### config.mk
export PLATFORM = sky130hd
export DESIGN_NAME = vc1_seq_header_extractor
export DESIGN_NICKNAME = d
export VERILOG_FILES = /design/src/hw/rtl/vsh_pkg.sv /design/src/hw/rtl/vc1_seq_header_extractor.sv /design/src/hw/rtl/vsh_front.sv /design/src/hw/rtl/vsh_cmd_fifo.sv /design/src/hw/rtl/vsh_back.sv
export VERILOG_INCLUDE_DIRS = /design/src /design/src/hw/rtl
export SDC_FILE = /design/constraint.sdc
export NUM_CORES = 1
export LEC_CHECK = 0
export BUFFER_PORTS_ARGS = -buffer_cell sky130_fd_sc_hd__buf_2
export CORE_MARGIN = 1.5
export CORE_UTILIZATION = 50
export CTS_BUF_LIST = sky130_fd_sc_hd__clkbuf_4 sky130_fd_sc_hd__clkbuf_8 sky130_fd_sc_hd__clkbuf_16
export DETAILED_ROUTE_END_ITERATION = 10
export GPL_ROUTABILITY_DRIVEN = 1
export PLACE_DENSITY = 0.69
export SYNTH_ARGS = -nofsm -noshare
export SYNTH_HDL_FRONTEND = slang
export SYNTH_SLANG_ARGS = --single-unit
### constraint.sdc
create_clock -name clock -period 7.59 [get_ports clock]
set_input_delay 1.1385 -clock clock [delete_from_list [all_inputs] [get_ports clock]]
set_output_delay 1.1385 -clock clock [all_outputs]
set_load 0.02 [all_outputs]
### src/hw/rtl/vc1_seq_header_extractor_defines.svh
// Assertion macros for the VC-1 sequence-header extractor.
// Included by the RTL files that carry assertions; no other dependencies.
`ifndef VC1_SEQ_HEADER_EXTRACTOR_DEFINES_SVH
`define VC1_SEQ_HEADER_EXTRACTOR_DEFINES_SVH

`ifndef SYNTHESIS
// property must hold on every clock edge outside reset
`define VSH_ASSERT(lbl, clk, rst, prop) \
   lbl: assert property (@(posedge clk) disable iff (rst) (prop)) \
      else $error("vsh assertion failed");
// expression must never be true outside reset
`define VSH_NEVER(lbl, clk, rst, expr) \
   lbl: assert property (@(posedge clk) disable iff (rst) !(expr)) \
      else $error("vsh forbidden condition seen");
`else
`define VSH_ASSERT(lbl, clk, rst, prop)
`define VSH_NEVER(lbl, clk, rst, expr)
`endif

`endif

### src/hw/rtl/vsh_pkg.sv
// Shared types and constants for the VC-1 sequence-header extractor.
// No dependencies.
package vsh_pkg;

   localparam int CSR_W          = 16;
   localparam int CNT_W          = 6;   // held-zero / zero-burst counter width
   localparam int ZERO_HOLD_DEF  = 63;
   localparam int HOLD_LIMIT     = 62;  // keeps one beat burst at 64 results
   localparam int QUEUE_DEPTH_DEF = 4;

   localparam logic REG_MAX_LEN     = 1'b0;
   localparam logic REG_HEADER_CODE = 1'b1;

   localparam logic [15:0] MAX_LEN_RST     = 16'd1024;
   localparam logic [7:0]  HEADER_CODE_RST = 8'h0F;

   typedef enum logic [1:0] {
      KIND_BYTE = 2'd0,
      KIND_DONE = 2'd1,
      KIND_MORE = 2'd2,
      KIND_OVF  = 2'd3
   } kind_type;

   // one command: zero burst, up to two literal bytes, optional end marker
   typedef struct packed {
      logic [CNT_W-1:0] zeros;
      logic             t0_vld;
      logic [7:0]       t0;
      logic             t1_vld;
      logic [7:0]       t1;
      logic             end_vld;
      kind_type         end_kind;
   } cmd_type;

   typedef struct packed {
      logic empty;
      logic full;
   } fifo_stat_type;

endpackage

### src/hw/rtl/vc1_seq_header_extractor.sv
// Top level of the VC-1 sequence-header extractor.
// Instantiates vsh_front, vsh_cmd_fifo and vsh_back; uses vsh_pkg.
//
//   channel | dir | handshake           | payload
//   --------+-----+---------------------+-------------------------------------
//   req     | in  | req_valid/req_stall | data_byte, end_of_data, stream_complete
//   rsp     | out | rsp_valid/rsp_stall | out_kind, out_byte, last_of_run
//   csr     | in  | csr_wr_en           | csr_index, csr_wdata (no read-back)
//
// A byte beat is taken whenever the command queue has room; the front end
// scans, holds zeros and checks length in that same cycle.
// The back end loads a beat's command from the queue, then gives one result
// per cycle while the output register is free; a held zero run flush of up
// to 62 zeros sets the longest burst at 64 results.
// Beats that yield no result never enter the queue.
// Reset is synchronous and clears scan state, queue and output valid.
// rsp_stall holds the output register; req_stall rises only when the queue
// is full, so input keeps flowing while results wait.

module vc1_seq_header_extractor #(
   parameter int ZERO_HOLD   = vsh_pkg::ZERO_HOLD_DEF,
   parameter int QUEUE_DEPTH = vsh_pkg::QUEUE_DEPTH_DEF
) (
   input  logic                      clock,
   input  logic                      reset,
   input  logic                      csr_wr_en,
   input  logic                      csr_index,
   input  logic [vsh_pkg::CSR_W-1:0] csr_wdata,
   input  logic                      req_valid,
   output logic                      req_stall,
   input  logic [7:0]                req_data_byte,
   input  logic                      req_end_of_data,
   input  logic                      req_stream_complete,
   output logic                      rsp_valid,
   input  logic                      rsp_stall,
   output logic [1:0]                rsp_out_kind,
   output logic [7:0]                rsp_out_byte,
   output logic                      rsp_last_of_run
);

   vsh_pkg::cmd_type       push_cmd;
   vsh_pkg::cmd_type       head_cmd;
   vsh_pkg::fifo_stat_type q_stat;
   logic                   push;
   logic                   pop;
   logic                   accept;

   // stall on a full queue: a beat may always produce a command
   assign req_stall = q_stat.full;
   assign accept    = req_valid && !q_stat.full;

   vsh_front #(
      .ZERO_HOLD (ZERO_HOLD)
   ) u_front (
      .clock           (clock),
      .reset           (reset),
      .csr_wr_en       (csr_wr_en),
      .csr_index       (csr_index),
      .csr_wdata       (csr_wdata),
      .req_valid       (req_valid),
      .data_byte       (req_data_byte),
      .end_of_data     (req_end_of_data),
      .stream_complete (req_stream_complete),
      .accept          (accept),
      .push            (push),
      .cmd             (push_cmd)
   );

   vsh_cmd_fifo #(
      .DEPTH (QUEUE_DEPTH)
   ) u_queue (
      .clock   (clock),
      .reset   (reset),
      .push    (push),
      .wr_data (push_cmd),
      .pop     (pop),
      .rd_data (head_cmd),
      .stat    (q_stat)
   );

   vsh_back u_back (
      .clock           (clock),
      .reset           (reset),
      .q_data          (head_cmd),
      .q_stat          (q_stat),
      .q_pop           (pop),
      .rsp_valid       (rsp_valid),
      .rsp_stall       (rsp_stall),
      .rsp_out_kind    (rsp_out_kind),
      .rsp_out_byte    (rsp_out_byte),
      .rsp_last_of_run (rsp_last_of_run)
   );

endmodule

### src/hw/rtl/vsh_front.sv
// Front end: config registers, start-code scan, zero holding, overflow check.
// Turns each accepted beat into a command for the back end. Uses vsh_pkg.
`include "vc1_seq_header_extractor_defines.svh"

module vsh_front #(
   parameter int ZERO_HOLD = vsh_pkg::ZERO_HOLD_DEF
) (
   input  logic                     clock,
   input  logic                     reset,
   input  logic                     csr_wr_en,
   input  logic                     csr_index,
   input  logic [vsh_pkg::CSR_W-1:0] csr_wdata,
   input  logic                     req_valid,
   input  logic [7:0]               data_byte,
   input  logic                     end_of_data,
   input  logic                     stream_complete,
   input  logic                     accept,
   output logic                     push,
   output vsh_pkg::cmd_type         cmd
);

   localparam int HOLD_CAP = (ZERO_HOLD < vsh_pkg::HOLD_LIMIT) ? ZERO_HOLD
                                                               : vsh_pkg::HOLD_LIMIT;
   localparam int CW = vsh_pkg::CNT_W;

   typedef enum logic [2:0] {
      PH_SEARCH = 3'b001,
      PH_CODE   = 3'b010,
      PH_UNIT   = 3'b100
   } phase_type;

   phase_type         phase_ff, phase_in;
   logic [15:0]       win_ff, win_in;
   logic [CW-1:0]     held_ff, held_in;
   logic [15:0]       emit_ff, emit_in;
   logic [15:0]       max_len_ff;
   logic [7:0]        hdr_code_ff;

   vsh_pkg::cmd_type  raw;
   phase_type         tgt_phase;
   logic [15:0]       tgt_win;
   logic [CW-1:0]     tgt_held;
   logic [15:0]       base_cnt;
   logic              chk_eod;
   logic              pair;
   logic [15:0]       shifted;
   logic [CW:0]       k;
   logic [15:0]       room;
   logic              ovf;

   always_ff @(posedge clock) begin
      if (reset) begin
         max_len_ff  <= vsh_pkg::MAX_LEN_RST;
         hdr_code_ff <= vsh_pkg::HEADER_CODE_RST;
      end else if (csr_wr_en) begin
         case (csr_index)
            vsh_pkg::REG_MAX_LEN:     max_len_ff  <= csr_wdata;
            vsh_pkg::REG_HEADER_CODE: hdr_code_ff <= csr_wdata[7:0];
            default: ;
         endcase
      end
   end

   assign pair    = (win_ff == 16'h0000);
   assign shifted = {win_ff[7:0], data_byte};

   always_comb begin
      raw          = '0;
      raw.end_kind = vsh_pkg::KIND_DONE;
      tgt_phase    = phase_ff;
      tgt_win      = shifted;
      tgt_held     = held_ff;
      base_cnt     = emit_ff;
      chk_eod      = 1'b0;
      case (phase_ff)
         PH_UNIT: begin
            if (pair && data_byte == 8'h01) begin
               // next start code: drop held zeros, close unit, await suffix
               raw.end_vld  = 1'b1;
               raw.end_kind = vsh_pkg::KIND_DONE;
               tgt_phase    = PH_CODE;
               tgt_win      = 16'h0001;
               tgt_held     = '0;
               base_cnt     = '0;
            end else begin
               chk_eod = 1'b1;
               if (pair && data_byte == 8'h03) begin
                  // emulation prevention byte: flush zeros, drop the 03
                  raw.zeros = held_ff;
                  tgt_held  = '0;
               end else if (data_byte == 8'h00) begin
                  if (held_ff >= CW'(HOLD_CAP)) begin
                     raw.zeros = CW'(1);
                  end else begin
                     tgt_held = held_ff + CW'(1);
                  end
               end else begin
                  raw.zeros  = held_ff;
                  raw.t0_vld = 1'b1;
                  raw.t0     = data_byte;
                  tgt_held   = '0;
               end
            end
         end
         PH_CODE: begin
            tgt_win = {8'h01, data_byte};
            if (data_byte == hdr_code_ff) begin
               raw.zeros  = CW'(2);
               raw.t0_vld = 1'b1;
               raw.t0     = 8'h01;
               raw.t1_vld = 1'b1;
               raw.t1     = data_byte;
               tgt_phase  = PH_UNIT;
               tgt_held   = '0;
               base_cnt   = '0;
               chk_eod    = 1'b1;
            end else begin
               tgt_phase    = PH_SEARCH;
               raw.end_vld  = end_of_data;
               raw.end_kind = vsh_pkg::KIND_MORE;
            end
         end
         default: begin
            tgt_phase    = (pair && data_byte == 8'h01) ? PH_CODE : PH_SEARCH;
            raw.end_vld  = end_of_data;
            raw.end_kind = vsh_pkg::KIND_MORE;
         end
      endcase
   end

   assign k    = {1'b0, raw.zeros} + {{CW{1'b0}}, raw.t0_vld} + {{CW{1'b0}}, raw.t1_vld};
   assign room = (base_cnt >= max_len_ff) ? 16'd0 : (max_len_ff - base_cnt);
   assign ovf  = {{(16-CW-1){1'b0}}, k} > room;

   always_comb begin
      cmd      = raw;
      phase_in = tgt_phase;
      win_in   = tgt_win;
      held_in  = tgt_held;
      emit_in  = base_cnt + {{(16-CW-1){1'b0}}, k};
      if (ovf) begin
         // room < k <= 64, so room fits the zero counter here
         cmd.zeros    = (room < {{(16-CW){1'b0}}, raw.zeros}) ? room[CW-1:0] : raw.zeros;
         cmd.t0_vld   = raw.t0_vld && (room > {{(16-CW){1'b0}}, raw.zeros});
         cmd.t1_vld   = 1'b0;
         cmd.end_vld  = 1'b1;
         cmd.end_kind = vsh_pkg::KIND_OVF;
         phase_in     = PH_SEARCH;
         win_in       = 16'hFFFF;
         held_in      = '0;
         emit_in      = '0;
      end else if (chk_eod && end_of_data) begin
         cmd.end_vld = 1'b1;
         if (stream_complete) begin
            cmd.end_kind = vsh_pkg::KIND_DONE;
            phase_in     = PH_SEARCH;
            win_in       = 16'hFFFF;
            held_in      = '0;
            emit_in      = '0;
         end else begin
            cmd.end_kind = vsh_pkg::KIND_MORE;
         end
      end
   end

   assign push = accept && ((cmd.zeros != '0) || cmd.t0_vld || cmd.t1_vld || cmd.end_vld);

   always_ff @(posedge clock) begin
      if (reset) begin
         phase_ff <= PH_SEARCH;
         win_ff   <= 16'hFFFF;
         held_ff  <= '0;
         emit_ff  <= '0;
      end else if (accept) begin
         phase_ff <= phase_in;
         win_ff   <= win_in;
         held_ff  <= held_in;
         emit_ff  <= emit_in;
      end
   end

   `VSH_ASSERT(a_held_cap, clock, reset, held_ff <= CW'(HOLD_CAP))
   `VSH_ASSERT(a_held_only_in_unit, clock, reset, (held_ff != '0) |-> (phase_ff == PH_UNIT))
   `VSH_NEVER(a_push_no_valid, clock, reset, push && !req_valid)

endmodule

### src/hw/rtl/vsh_cmd_fifo.sv
// Short command queue between front and back end.
// Register array with show-ahead read. Uses vsh_pkg.
`include "vc1_seq_header_extractor_defines.svh"

module vsh_cmd_fifo #(
   parameter int DEPTH = vsh_pkg::QUEUE_DEPTH_DEF
) (
   input  logic                   clock,
   input  logic                   reset,
   input  logic                   push,
   input  vsh_pkg::cmd_type       wr_data,
   input  logic                   pop,
   output vsh_pkg::cmd_type       rd_data,
   output vsh_pkg::fifo_stat_type stat
);

   localparam int PW = (DEPTH > 1) ? $clog2(DEPTH) : 1;
   localparam int CW = $clog2(DEPTH + 1);

   vsh_pkg::cmd_type mem [DEPTH];
   logic [PW-1:0]    wr_ptr_ff, rd_ptr_ff;
   logic [CW-1:0]    count_ff;

   function automatic logic [PW-1:0] wrap_inc(input logic [PW-1:0] p);
      return (p == PW'(DEPTH - 1)) ? '0 : p + PW'(1);
   endfunction

   always_ff @(posedge clock) begin
      if (push) begin
         mem[wr_ptr_ff] <= wr_data;
      end
   end

   always_ff @(posedge clock) begin
      if (reset) begin
         wr_ptr_ff <= '0;
         rd_ptr_ff <= '0;
         count_ff  <= '0;
      end else begin
         if (push) wr_ptr_ff <= wrap_inc(wr_ptr_ff);
         if (pop)  rd_ptr_ff <= wrap_inc(rd_ptr_ff);
         if (push && !pop)      count_ff <= count_ff + CW'(1);
         else if (pop && !push) count_ff <= count_ff - CW'(1);
      end
   end

   assign rd_data    = mem[rd_ptr_ff];
   assign stat.empty = (count_ff == '0);
   assign stat.full  = (count_ff == CW'(DEPTH));

   `VSH_NEVER(a_push_full, clock, reset, push && stat.full)
   `VSH_NEVER(a_pop_empty, clock, reset, pop && stat.empty)

endmodule

### src/hw/rtl/vsh_back.sv
// Back end: walks one command a result at a time into the output register.
// Uses vsh_pkg.
`include "vc1_seq_header_extractor_defines.svh"

module vsh_back (
   input  logic                   clock,
   input  logic                   reset,
   input  vsh_pkg::cmd_type       q_data,
   input  vsh_pkg::fifo_stat_type q_stat,
   output logic                   q_pop,
   output logic                   rsp_valid,
   input  logic                   rsp_stall,
   output logic [1:0]             rsp_out_kind,
   output logic [7:0]             rsp_out_byte,
   output logic                   rsp_last_of_run
);

   vsh_pkg::cmd_type cur_ff, cur_in;
   logic             busy_ff;
   logic             out_vld_ff;
   vsh_pkg::kind_type out_kind_ff, kind_in;
   logic [7:0]       out_byte_ff, byte_in;
   logic             out_last_ff, last_in;
   logic             out_free;
   logic             fire;

   assign out_free = !out_vld_ff || !rsp_stall;
   assign fire     = busy_ff && out_free;
   assign q_pop    = !busy_ff && !q_stat.empty;

   // pick the next result in order: zero burst, literals, end marker
   always_comb begin
      cur_in  = cur_ff;
      kind_in = vsh_pkg::KIND_BYTE;
      byte_in = 8'h00;
      if (cur_ff.zeros != '0) begin
         cur_in.zeros = cur_ff.zeros - vsh_pkg::CNT_W'(1);
      end else if (cur_ff.t0_vld) begin
         cur_in.t0_vld = 1'b0;
         byte_in       = cur_ff.t0;
      end else if (cur_ff.t1_vld) begin
         cur_in.t1_vld = 1'b0;
         byte_in       = cur_ff.t1;
      end else begin
         cur_in.end_vld = 1'b0;
         kind_in        = cur_ff.end_kind;
      end
      last_in = (cur_in.zeros == '0) && !cur_in.t0_vld && !cur_in.t1_vld && !cur_in.end_vld;
   end

   always_ff @(posedge clock) begin
      if (q_pop) begin
         cur_ff <= q_data;
      end else if (fire) begin
         cur_ff <= cur_in;
      end
   end

   always_ff @(posedge clock) begin
      if (fire) begin
         out_kind_ff <= kind_in;
         out_byte_ff <= byte_in;
         out_last_ff <= last_in;
      end
   end

   always_ff @(posedge clock) begin
      if (reset) begin
         busy_ff    <= 1'b0;
         out_vld_ff <= 1'b0;
      end else begin
         if (q_pop)                busy_ff <= 1'b1;
         else if (fire && last_in) busy_ff <= 1'b0;
         if (fire)                 out_vld_ff <= 1'b1;
         else if (!rsp_stall)      out_vld_ff <= 1'b0;
      end
   end

   assign rsp_valid       = out_vld_ff;
   assign rsp_out_kind    = out_kind_ff;
   assign rsp_out_byte    = out_byte_ff;
   assign rsp_last_of_run = out_last_ff;

   `VSH_ASSERT(a_marker_is_last, clock, reset,
               (out_vld_ff && out_kind_ff != vsh_pkg::KIND_BYTE) |-> out_last_ff)

endmodule
==> qor.log <==
[floorplanning] IO Pins 45
[global_routing] M3 GR Usage 2.608%
[global_routing] overall routing resource usage 20.20%
[cts] total of cells resized after clock tree synthesis 0
[global_routing] grt met1 use 27.20%
[timing] setup TNS 0 ps
[worst_hold_path] Hold Path Sink u_front.emit_ff[6]
[final_layout] number of cells in the finished layout apart from fillers 1350
[power] Pwr Density 292.1 nW/um^2
[route] average wire per cell in the routed design 17.48 microns
[power] power share of the clock group 33.2%
[route] 1st-iter DRT viols 520
[placed_design] routability-driven placement congestion ratio 0.9093
[route] ANT nets after route 0
[setup_path] combined buffer and inverter count along the critical path 2
[route] number of vias in the routed layout 7807
[timing] Setup-failing EPs final 0
[cts] clock root buffer master sky130_fd_sc_hd__clkbuf_16
[logic_synthesis] adder and majority cell fraction of the synthesized area 5.713%
[power] Max IR drop VDD 171.7 uV
[route] detailed-router iteration count before antenna repair 7
[logic_synthesis] dominant combinational cell family by area after synthesis simple AND/OR/NAND/NOR gates
[cts] number of buffers created by CTS 23
[setup_path] startpoint types primary input
[power] sequential cell fraction of total power 44.3%
[power] cell-internal power 2629 uW
[cts] sink count of the clock tree 222
[logic_synthesis] post-synthesis cell type with the largest combined area sky130_fd_sc_hd__edfxtp_1
[route] remaining routing DRC violations 0
[setup_path] register-to-register path setup slack 1040 ps
[cts] # Post-CTS Setup Buffers 0
[logic_synthesis] number of cells produced by synthesis 1019
[logic_synthesis] number of flip-flops and latches in the synthesized netlist 222
[floorplanning] Starting Density 51.26%
[logic_synthesis] count of flip-flops with a built-in enable after synthesis 146
[global_routing] via count of the first global-routing pass 7430
[setup_path] worst r2r src u_front.win_ff[0]
[cts] clock-pin transition on the worst setup and hold timing paths 60 ps
[floorplanning] core area 21960 sq um
[timing] final period utilization 90.47%
[logic_synthesis] multiplexer area fraction after synthesis 6.269%
[global_routing] Congestion Overflow GR 0
[cts] clock latency reported for the late side of the worst-skew pair 520 ps
[timing] FMAX 145.6 MHz
[logic_synthesis] register area share after synthesis 52.46%
[logic_synthesis] Compound-Gate Fraction of Synth Area 11.73%
[setup_path] class of the most critical setup path primary input to flip-flop
[logic_synthesis] async set-reset flop share out of synthesis 0%
[timing] Final min period 6867 ps
[timing] measured slew at the worst slew-check pin 1047 ps
[global_routing] initial antenna violation count 0
[floorplanning] height of the chip 153.0 microns
[timing] Setup Skew 18.98 ps
[floorplanning] Cell Rows 54
[logic_synthesis] share of the synthesized netlist area taken by xor and xnor gates 3.101%
[timing] final hold violation count 0
[placed_design] Detail Placement HPWL 16560 microns
[logic_synthesis] Synth top cells by count sky130_fd_sc_hd__edfxtp_1, sky130_fd_sc_hd__nand2_1, sky130_fd_sc_hd__nor2_1
[global_routing] GRT busiest layer met2
[timing] Final Max Slew Viols 0
[power] cell leakage power 0.004668 uW
[run] max-cap viol count 0
[logic_synthesis] largest cells by area after synthesis sky130_fd_sc_hd__edfxtp_1, sky130_fd_sc_hd__dfxtp_1, sky130_fd_sc_hd__mux4_2, sky130_fd_sc_hd__ha_1, sky130_fd_sc_hd__nand2_1
[final_layout] Core Util, Final 57.32%
[final_layout] number of inserted filler cells in the final layout 1801
[setup_path] crit-path leading delay family simple AND/OR/NAND/NOR gates
[timing] relative max-transition margin 30.18%
[cts] CTS tree done
[cts] CTS hold repair buffers 0
[final_layout] sequential cell area 5907 sq um
[final_layout] diode insertion count for antenna repair 0
[setup_path] worst endpoint required time 8020 ps
[logic_synthesis] simple-gate portion of the synthesized area 18.03%
[worst_hold_path] startpoint of the tightest hold check path u_front.emit_ff[6]
[final_layout] Nets 1135
[power] Net Sw Power 1047 uW
[power] Combinational Power Share 22.4%
[global_routing] first-pass GRT wire length 38080 microns
[global_routing] GRT met2 Usage 34.57%
[setup_path] kind of capture point of the worst setup path flip-flop
[setup_path] worst r2r path cells 27
[power] Design Power 3676 uW
[logic_synthesis] synthesized area 11260 sq um
[worst_hold_path] WHS Path Cells 2
[final_layout] area of the multi-input gates 5050 sq um
[worst_hold_path] worst min path class flip-flop to flip-flop
[timing] setup repair after global routing missed its margin no
[floorplanning] die outline width 153.0 microns
[setup_path] reg-to-reg critical path endpoint u_queue.count_ff[2]
[logic_synthesis] total number of yosys warnings 0
[route] average vias per placed instance 5.783
[logic_synthesis] Avg Synthesized Cell Area 11.05 sq um
[global_routing] pin count of the biggest net entering global routing 70
[power] Net Sw Frac 28.49%
[logic_synthesis] most frequently used cell type in the post-synthesis netlist sky130_fd_sc_hd__edfxtp_1
[logic_synthesis] Syn Nets 1100
[setup_path] Critical Path Max Stage Delay 440 ps
[timing] Fin Hold WS 445.8 ps
[run_status] run status finished, final reports clean
[setup_path] slowest stage cell on the critical path sky130_fd_sc_hd__nor4_4
[placed_design] port bufs 44
[logic_synthesis] fraction of synthesized cell area taken by the top area cell type 38.95%
[route] final routed wirelength across all metal layers 23590 microns
[logic_synthesis] number of unique standard cell types used by synthesis 74
[final_layout] area delta synth->final 11.80%
[final_layout] fraction of layout instances using a drive strength above 1 14.11%
[logic_synthesis] dominant register cell in the synthesized netlist sky130_fd_sc_hd__edfxtp_1
[floorplanning] Die Footprint 23420 sq um
[cts] CTS max path bufs 3
[setup_path] arrival time reported for the critical path endpoint 7300 ps
[cts] Clock H-tree levels 1
[placed_design] number of cells in the design after placement 1309
[setup_path] CP max FO 7
## worst reg2reg max path: cells and delay by family (launching register included)
| kind | cells | cell delay, ps |
|---|---|---|
| flops | 1 | 320 |
| xor+xnor | 1 | 170 |
| compound gates | 10 | 1870 |
| buf+inv | 1 | 60 |
| simple gates | 10 | 2470 |
| fa+ha+maj | 5 | 1590 |
## layer usage
layer	vias up	share of wire (%)
met1	3761	46
met4	0	2.0
li1	3834	-
met2	181	49
met3	31	3.9
met5	-	0
## sequential cells by signal, summed over array words and instances (netlist names), named ones only
name	flops
u_back.cur_ff	27
u_front.max_len_ff	16
u_queue.count_ff	3
u_back.rsp_out_byte	8
u_back.rsp_last_of_run	1
u_front.hdr_code_ff	8
u_back.rsp_valid	1
u_front.phase_ff	3
u_front.emit_ff	16
u_front.win_ff	16
u_back.rsp_out_kind	2
u_queue.wr_ptr_ff	2
u_queue.rd_ptr_ff	2
u_queue.mem	108
u_back.busy_ff	1
u_front.held_ff	6
## stage by stage
| step | instance area, sq um | worst slack, ps |
|---|---|---|
| floorplan | 11260 | 208.6 |
| global placement | 11750 | 470.6 |
| detailed placement | 11750 | 270.4 |
| CTS | 12590 | 771.5 |
| global route | 12590 | 285.6 |
| finish | 12590 | 723.5 |
## layout make-up
| cell class | instances | share of cell area [%] |
|---|---|---|
| clock buffers | 25 | 4.692 |
| clock inverters | 16 | 1.919 |
| inverters | 27 | 0.8052 |
| multi-input cells | 721 | 40.12 |
| flip-flops and latches | 222 | 46.93 |
| well taps | 280 | 2.784 |
| repair buffers | 59 | 2.744 |
## placed cells by master, fill, tap and decap left out, drive strengths merged, types with 25 or more instances in the layout
cell,count
nor2,85
dfxtp,76
o21ai,31
a21oi,75
xnor2,26
ha,45
mux4,27
nor3,27
nand2,113
buf,59
and2,41
edfxtp,146
clkbuf,25
inv,28
## cell families after synthesis
family,Yosys count
flip-flops,222
AO/OA/AOI/OAI,204
multiplexers,36
buffers and inverters,76
XOR/XNOR,39
adder cells (fa/ha/maj),49
AND/OR/NAND/NOR,393
## power by group through the flow
stage / clock network, uW / registers (uW) / logic [uW]
after floorplan: 0 / 1620 / 660
after global placement: 0 / 1650 / 810
after detailed placement: 0 / 1660 / 824
after CTS: 1250 / 1630 / 829
after global routing: 1290 / 1660 / 913
final: 1220 / 1630 / 824
## worst max path at each step
stage	from	end	slack, ps	cells past startpoint
after detailed placement	req_data_byte[2]	u_queue.count_ff[2]	270	28
after global placement	req_data_byte[2]	u_queue.count_ff[2]	470	28
after CTS	req_data_byte[2]	u_queue.count_ff[2]	770	28
after global routing	req_data_byte[2]	u_queue.count_ff[2]	290	28
after floorplan	req_data_byte[2]	u_queue.count_ff[2]	210	31
final	req_data_byte[2]	u_queue.count_ff[2]	720	28
Note: power is estimated with default switching activity, not from simulation.
